--- config.mk ---
export PLATFORM = sky130hd
export DESIGN_NAME = ksit_ctrl
export DESIGN_NICKNAME = d
export VERILOG_FILES = /design/src/ksit_pkg.sv /design/src/ksit_ctrl.sv
export SDC_FILE = /design/constraint.sdc
export NUM_CORES = 1
export LEC_CHECK = 0
export BUFFER_PORTS_ARGS = -buffer_cell sky130_fd_sc_hd__buf_2
export CORE_MARGIN = 10
export CORE_UTILIZATION = 25
export CTS_CLUSTER_DIAMETER = 120
export CTS_CLUSTER_SIZE = 28
export DETAILED_ROUTE_END_ITERATION = 12
export HOLD_SLACK_MARGIN = 0.08
export SKIP_CTS_REPAIR_TIMING = 1
export SYNTH_ARGS = -nofsm -noshare
export SYNTH_HDL_FRONTEND = slang
export SYNTH_SLANG_ARGS = --single-unit
--- constraint.sdc ---
create_clock -name clk_i -period 3.3 [get_ports clk_i]
set_clock_uncertainty 0.1 [all_clocks]
set_input_delay 0.66 -clock clk_i [delete_from_list [all_inputs] [get_ports clk_i]]
set_output_delay 0.66 -clock clk_i [all_outputs]
set_load 0.02 [all_outputs]
--- src/ksit_pkg.sv ---
// Shared types and constants of the keyed sequential item table.
// Holds the entry, item and result records plus the controller/datapath link.
// No dependencies.
package ksit_pkg;

  localparam int unsigned NameWords  = 4;
  localparam int unsigned KindWords  = 3;
  localparam int unsigned WordW      = 64;
  localparam int unsigned AmountW    = 32;
  localparam int unsigned SlotW      = 4;

  typedef enum logic [1:0] {
    OP_INSERT = 2'd0,
    OP_REMOVE = 2'd1,
    OP_SEARCH = 2'd2,
    OP_LIST   = 2'd3
  } opcode_e;

  typedef enum logic [1:0] {
    ST_OK        = 2'd0,
    ST_FULL      = 2'd1,
    ST_NOT_FOUND = 2'd2,
    ST_EMPTY     = 2'd3
  } status_e;

  // Where the reported entry of a result comes from.
  typedef enum logic [1:0] {
    SRC_NONE = 2'd0,
    SRC_ITEM = 2'd1,
    SRC_RAM  = 2'd2
  } out_src_e;

  typedef enum logic [3:0] {
    S_IDLE,
    S_INSERT,
    S_FIND_RD,
    S_FIND_CMP,
    S_FOUND,
    S_SHIFT_RD,
    S_SHIFT_WR,
    S_LIST_RD,
    S_LIST_EMIT
  } state_e;

  typedef struct packed {
    logic [NameWords-1:0][WordW-1:0] key;
    logic [KindWords-1:0][WordW-1:0] kind;
    logic signed [AmountW-1:0]       amount;
  } entry_t;

  typedef struct packed {
    opcode_e opcode;
    entry_t  entry;
  } item_t;

  typedef struct packed {
    status_e          status;
    entry_t           entry;
    logic [SlotW-1:0] slot;
    logic             last;
  } result_t;

  // Commands from the controller to the datapath.
  typedef struct packed {
    logic     load_item;
    logic     idx_clr;
    logic     idx_inc;
    logic     ram_re;
    logic     rd_next;
    logic     ram_we;
    logic     wr_shift;
    logic     count_inc;
    logic     count_dec;
    logic     out_load;
    out_src_e out_src;
    status_e  out_status;
    logic     out_last;
  } cmd_t;

  // Status from the datapath to the controller.
  typedef struct packed {
    opcode_e in_op;
    opcode_e op;
    logic    full;
    logic    empty;
    logic    idx_end;
    logic    idx_last;
    logic    match;
    logic    out_free;
  } stat_t;

endpackage

--- src/ksit_ctrl.sv ---
// Controller of the keyed sequential item table: one state machine that sequences
// insert, search, remove with shift-down, and list. Uses ksit_pkg.
module ksit_ctrl (
  input  logic            clk_i,
  input  logic            rst_ni,
  input  logic            in_valid_i,
  output logic            in_ready_o,
  input  ksit_pkg::stat_t stat_i,
  output ksit_pkg::cmd_t  cmd_o
);

  ksit_pkg::state_e state_q, state_d;

  always_ff @(posedge clk_i or negedge rst_ni) begin
    if (!rst_ni) begin
      state_q <= ksit_pkg::S_IDLE;
    end else begin
      state_q <= state_d;
    end
  end

  // Next state.
  always_comb begin
    state_d = state_q;
    unique case (state_q)
      ksit_pkg::S_IDLE: begin
        if (in_valid_i) begin
          unique case (stat_i.in_op)
            ksit_pkg::OP_INSERT: state_d = ksit_pkg::S_INSERT;
            ksit_pkg::OP_LIST:   state_d = ksit_pkg::S_LIST_RD;
            default:             state_d = ksit_pkg::S_FIND_RD;
          endcase
        end
      end
      ksit_pkg::S_INSERT: begin
        if (stat_i.out_free) state_d = ksit_pkg::S_IDLE;
      end
      ksit_pkg::S_FIND_RD: begin
        if (!stat_i.idx_end) begin
          state_d = ksit_pkg::S_FIND_CMP;
        end else if (stat_i.out_free) begin
          state_d = ksit_pkg::S_IDLE;
        end
      end
      ksit_pkg::S_FIND_CMP: begin
        state_d = stat_i.match ? ksit_pkg::S_FOUND : ksit_pkg::S_FIND_RD;
      end
      ksit_pkg::S_FOUND: begin
        if (stat_i.out_free) begin
          state_d = (stat_i.op == ksit_pkg::OP_REMOVE) ? ksit_pkg::S_SHIFT_RD
                                                      : ksit_pkg::S_IDLE;
        end
      end
      ksit_pkg::S_SHIFT_RD: begin
        state_d = stat_i.idx_last ? ksit_pkg::S_IDLE : ksit_pkg::S_SHIFT_WR;
      end
      ksit_pkg::S_SHIFT_WR: begin
        state_d = ksit_pkg::S_SHIFT_RD;
      end
      ksit_pkg::S_LIST_RD: begin
        if (!stat_i.empty) begin
          state_d = ksit_pkg::S_LIST_EMIT;
        end else if (stat_i.out_free) begin
          state_d = ksit_pkg::S_IDLE;
        end
      end
      ksit_pkg::S_LIST_EMIT: begin
        if (stat_i.out_free) begin
          state_d = stat_i.idx_last ? ksit_pkg::S_IDLE : ksit_pkg::S_LIST_RD;
        end
      end
      default: state_d = ksit_pkg::S_IDLE;
    endcase
  end

  // Outputs.
  always_comb begin
    cmd_o            = '0;
    cmd_o.out_src    = ksit_pkg::SRC_NONE;
    cmd_o.out_status = ksit_pkg::ST_OK;
    in_ready_o       = (state_q == ksit_pkg::S_IDLE);
    unique case (state_q)
      ksit_pkg::S_IDLE: begin
        cmd_o.load_item = in_valid_i;
        cmd_o.idx_clr   = in_valid_i;
      end
      ksit_pkg::S_INSERT: begin
        cmd_o.out_load = stat_i.out_free;
        cmd_o.out_last = 1'b1;
        if (stat_i.full) begin
          cmd_o.out_status = ksit_pkg::ST_FULL;
        end else begin
          cmd_o.out_src   = ksit_pkg::SRC_ITEM;
          cmd_o.ram_we    = stat_i.out_free;
          cmd_o.count_inc = stat_i.out_free;
        end
      end
      ksit_pkg::S_FIND_RD: begin
        if (stat_i.idx_end) begin
          cmd_o.out_load   = stat_i.out_free;
          cmd_o.out_status = ksit_pkg::ST_NOT_FOUND;
          cmd_o.out_last   = 1'b1;
        end else begin
          cmd_o.ram_re = 1'b1;
        end
      end
      ksit_pkg::S_FIND_CMP: begin
        cmd_o.idx_inc = !stat_i.match;
      end
      ksit_pkg::S_FOUND: begin
        cmd_o.out_load = stat_i.out_free;
        cmd_o.out_src  = ksit_pkg::SRC_RAM;
        cmd_o.out_last = 1'b1;
      end
      ksit_pkg::S_SHIFT_RD: begin
        if (stat_i.idx_last) begin
          cmd_o.count_dec = 1'b1;
        end else begin
          cmd_o.ram_re  = 1'b1;
          cmd_o.rd_next = 1'b1;
        end
      end
      ksit_pkg::S_SHIFT_WR: begin
        cmd_o.ram_we   = 1'b1;
        cmd_o.wr_shift = 1'b1;
        cmd_o.idx_inc  = 1'b1;
      end
      ksit_pkg::S_LIST_RD: begin
        if (stat_i.empty) begin
          cmd_o.out_load   = stat_i.out_free;
          cmd_o.out_status = ksit_pkg::ST_EMPTY;
          cmd_o.out_last   = 1'b1;
        end else begin
          cmd_o.ram_re = 1'b1;
        end
      end
      ksit_pkg::S_LIST_EMIT: begin
        cmd_o.out_load = stat_i.out_free;
        cmd_o.out_src  = ksit_pkg::SRC_RAM;
        cmd_o.out_last = stat_i.idx_last;
        cmd_o.idx_inc  = stat_i.out_free;
      end
      default: begin
        in_ready_o = 1'b0;
      end
    endcase
  end

endmodule

==> summary.md <==
| Metric | Value |
|---|---|
| Critical path data required time | 2.54 ns |
| Source-to-sink clock delay at the later pin of the worst-skew pair | 0.23 ns |
| DP Worst Slack | 0.796 ns |
| Global route total overflow | 0 |
| Post-synthesis cell area | 714 µm² |
| Area of all sequential standard cells | 100 µm² |
| Reg with most FFs | state_q |
| Count of placed standard cells in the final layout, fillers left out | 152 |
| Cell taking the most area after synthesis | sky130_fd_sc_hd__dfrtp_1 |
| Final antenna diode count | 0 |
| Flip-flop count of the largest register, all copies and words added | 4 |
| Final Cycle Share | 83.0% |
| Initial antenna violation count | 0 |
| RR Startpoint | state_q[0] |
| Count of endpoints failing hold in the final timing report | 0 |
| Area of all placed cells without fillers | 833 µm² |
| Peak fanout along the critical path | 26 |
| Chip Width | 73.5 µm |
| Number of placed instances, taps included | 149 |
| FF-to-FF setup slack | 1.36 ns |
| Initial DRT Pass Iterations | 4 |
| Largest registers in the final layout | state_q (4) |
| Worst-path cell chain | nand2b_1, nor4_1, and2_1, or2_2, buf_2 |
| Worst flop-to-flop path endpoint | state_q[1] |
| Critical Path End Type | output pin |
| CTS clk-pin slew, worst paths | 0.04 ns |
| TritonCTS clock tree | done |
| Post-synth EDFFs | 0 |
| Multi-input gate area in the final layout | 509 µm² |
| Via-per-instance ratio | 5.03 |
| Global-route wire length before repair | 3480 µm |
| Post-detailed-routing wire length | 2170 µm |
| Number of buffers on the longest clock path | 2 |
| Peak ir drop on the vdd network | 384 µV |
| Setup Viol. Count Final | 0 |
| Floorplan die area | 5400 µm² |
| Slew margin rel. | 43.8% |
| Proportion of synthesized chip area in sequential cells | 14.0% |
| CP arrival | 1.98 ns |
| Height of the die | 73.5 µm |
| Routability-driven placement congestion ratio | 0.777 |
| All-layer global routing usage | 7.79% |
| Final period demand of the worst path | 2.74 ns |
| Kind of critical path | register to output pin |
| Number of cells on the worst reg-to-reg path | 4 |
| Master of the slowest instance on the critical path | sky130_fd_sc_hd__dfrtp_1 |
| Peak clock frequency supported by timing | 365 MHz |
| Core Area | 2730 µm² |
| Final core utilization | 30.5% |
| Number of clock sinks seen by CTS | 4 |
| DR iter-0 viols | 30 |
| Run status | finished clean |
| Clock root buffer | sky130_fd_sc_hd__clkbuf_4 |
| Slew at the pin closest to its max-slew limit | 0.843 ns |
| Placed wire-length estimate | 1670 µm |
| Leading cell types by count after synthesis | sky130_fd_sc_hd__nor2_1 (10), sky130_fd_sc_hd__nand2_1 (9), sky130_fd_sc_hd__a21oi_1 (8) |
| Top_reg_cell synth | sky130_fd_sc_hd__dfrtp_1 |
| Share of synthesized flip-flops with an asynchronous set or reset | 100% |
| Standard-cell row count | 19 |
| Most common cell in the netlist | sky130_fd_sc_hd__nor2_1 |
| Count of warnings emitted by yosys | 0 |
| Synth top area share | 14.0% |
| Logic depth of the worst setup path including buffers | 5 |
| Cell family contributing the most delay on the critical path | flip-flops |
| Via count of the first global-routing pass | 772 |
| Nets in the synthesized netlist | 116 |
| Post-Route Setup TNS | 0 ns |
| Number of levels in the clock H-tree | 1 |
| Delay of the slowest cell on the worst path | 0.88 ns |
| Share of layout cells above drive strength 1 | 28.9% |
| Port-buffer cells | 28 |
| Leakage Power | 0.000388 µW |
| Number of buffers inserted during clock tree synthesis | 3 |
| Count of cell types in the netlist | 38 |
| Crit path setup slack, layout | 0.561 ns |
| Number of vias in the routed layout | 765 |
| I/O pin cnt | 29 |
| Setup repair after global routing missed its margin | no |
| DRC errors left | 0 |
| Startpoint class of the critical path | register |
| Initial cell density of the core | 26.1% |
| Largest cells by area after synthesis | sky130_fd_sc_hd__dfrtp_1 (14%), sky130_fd_sc_hd__a21oi_1 (5.6%), sky130_fd_sc_hd__buf_4 (5.3%) |
| Layout overhead on the synthesized area | 16.6% |
| Register bit count reported by yosys | 4 |
| Maximum number of pins on one net before global-route repair | 27 |
| Final Slew Violations | 0 |
| Cell area after placement | 811 µm² |
| Post-route antenna net violation count | 0 |
| Post-Synthesis Mean Instance Area | 7.07 µm² |
| Max capacitance violation total | 0 |
| Worst Hold Class | input pin to async pin |
| Net count of the finished layout | 138 |
| Total power per unit cell area | 775 nW/µm² |
| Cell count after synthesis | 101 |
| Filler cells | 300 |
| Worst path bufs/invs | 1 |
| Wire per inst | 14.3 µm |
metrics by stage:
step | power, µW | hold slack [ns]
after global routing | 714 | 0.113
after detailed placement | 590 | 0.371
after floorplan | 512 | 0.264
final | 646 | 0.123
after CTS | 655 | 0.117
after global placement | 581 | 0.367
cells in the final DEF (no fill, tap or decap), types with 2 or more instances in the layout:
master / n
sky130_fd_sc_hd__mux2i_1: 3
sky130_fd_sc_hd__or3_1: 2
sky130_fd_sc_hd__clkbuf_4: 3
sky130_fd_sc_hd__nand3b_1: 2
sky130_fd_sc_hd__nor2_1: 10
sky130_fd_sc_hd__and2_1: 2
sky130_fd_sc_hd__a31oi_1: 2
sky130_fd_sc_hd__inv_1: 4
sky130_fd_sc_hd__buf_2: 28
sky130_fd_sc_hd__o21ai_0: 5
sky130_fd_sc_hd__a32oi_1: 2
sky130_fd_sc_hd__nor2b_1: 3
sky130_fd_sc_hd__a21oi_1: 8
sky130_fd_sc_hd__nor3_1: 4
sky130_fd_sc_hd__nor4_1: 2
sky130_fd_sc_hd__nand2b_1: 4
sky130_fd_sc_hd__nand2_1: 9
sky130_fd_sc_hd__dfrtp_1: 4
sky130_fd_sc_hd__nand3_1: 4
sky130_fd_sc_hd__ha_1: 2
sky130_fd_sc_hd__xnor2_1: 2
report_power, final:
| part | internal (µW) | switching [µW] |
|---|---|---|
| logic | 186 | 249 |
| registers | 64.4 | 84.4 |
| clock network | 40.7 | 20.9 |
| total | 291 | 354 |
how the worst max path moves through the flow:
stage / start / end / slack, ns
floorplan: stat_i[5] / cmd_o[9] / 0.59
global placement: state_q[0] / cmd_o[9] / 0.89
detailed placement: state_q[0] / cmd_o[9] / 0.80
CTS: state_q[0] / cmd_o[9] / 0.55
global route: state_q[0] / cmd_o[9] / 0.33
finish: state_q[0] / cmd_o[9] / 0.56
area by class of cell:
cell class                 count  share of cell area, %
timing repair buffer          29                   17.7
inverter                       4                   1.80
clock buffer                   3                   2.70
sequential                     4                   12.0
tap                           31                   4.65
multi-input combinational     81                   61.1
worst register-to-register path, stage by stage (launching register included):
cell,delay (ns)
sky130_fd_sc_hd__dfrtp_1,0.88
sky130_fd_sc_hd__mux2i_1,0.27
sky130_fd_sc_hd__a21oi_1,0.08
sky130_fd_sc_hd__or3_1,0.31
sky130_fd_sc_hd__a31oi_1,0.20
routing by layer:
metal | wire [µm] | global-route usage (%) | share of wire (%)
met1 | 998 | 9.29 | 46
met2 | 945 | 12.2 | 44
met3 | 209 | 3.77 | 9.6
met4 | 14 | 1.86 | 0.65
met5 | 0 | 0 | 0
cell families after synthesis:
logic type | Yosys count | share of synthesized area (%)
xor gates and xnor gates | 2 | 2.45
DFF | 4 | 14.0
AOI/OAI and AO/OA | 25 | 22.9
muxes | 4 | 5.78
buffers and inverters | 16 | 14.7
adders and majority gates | 2 | 3.50
and+or+nand+nor | 48 | 36.6
(Power assumes the default switching activity.)
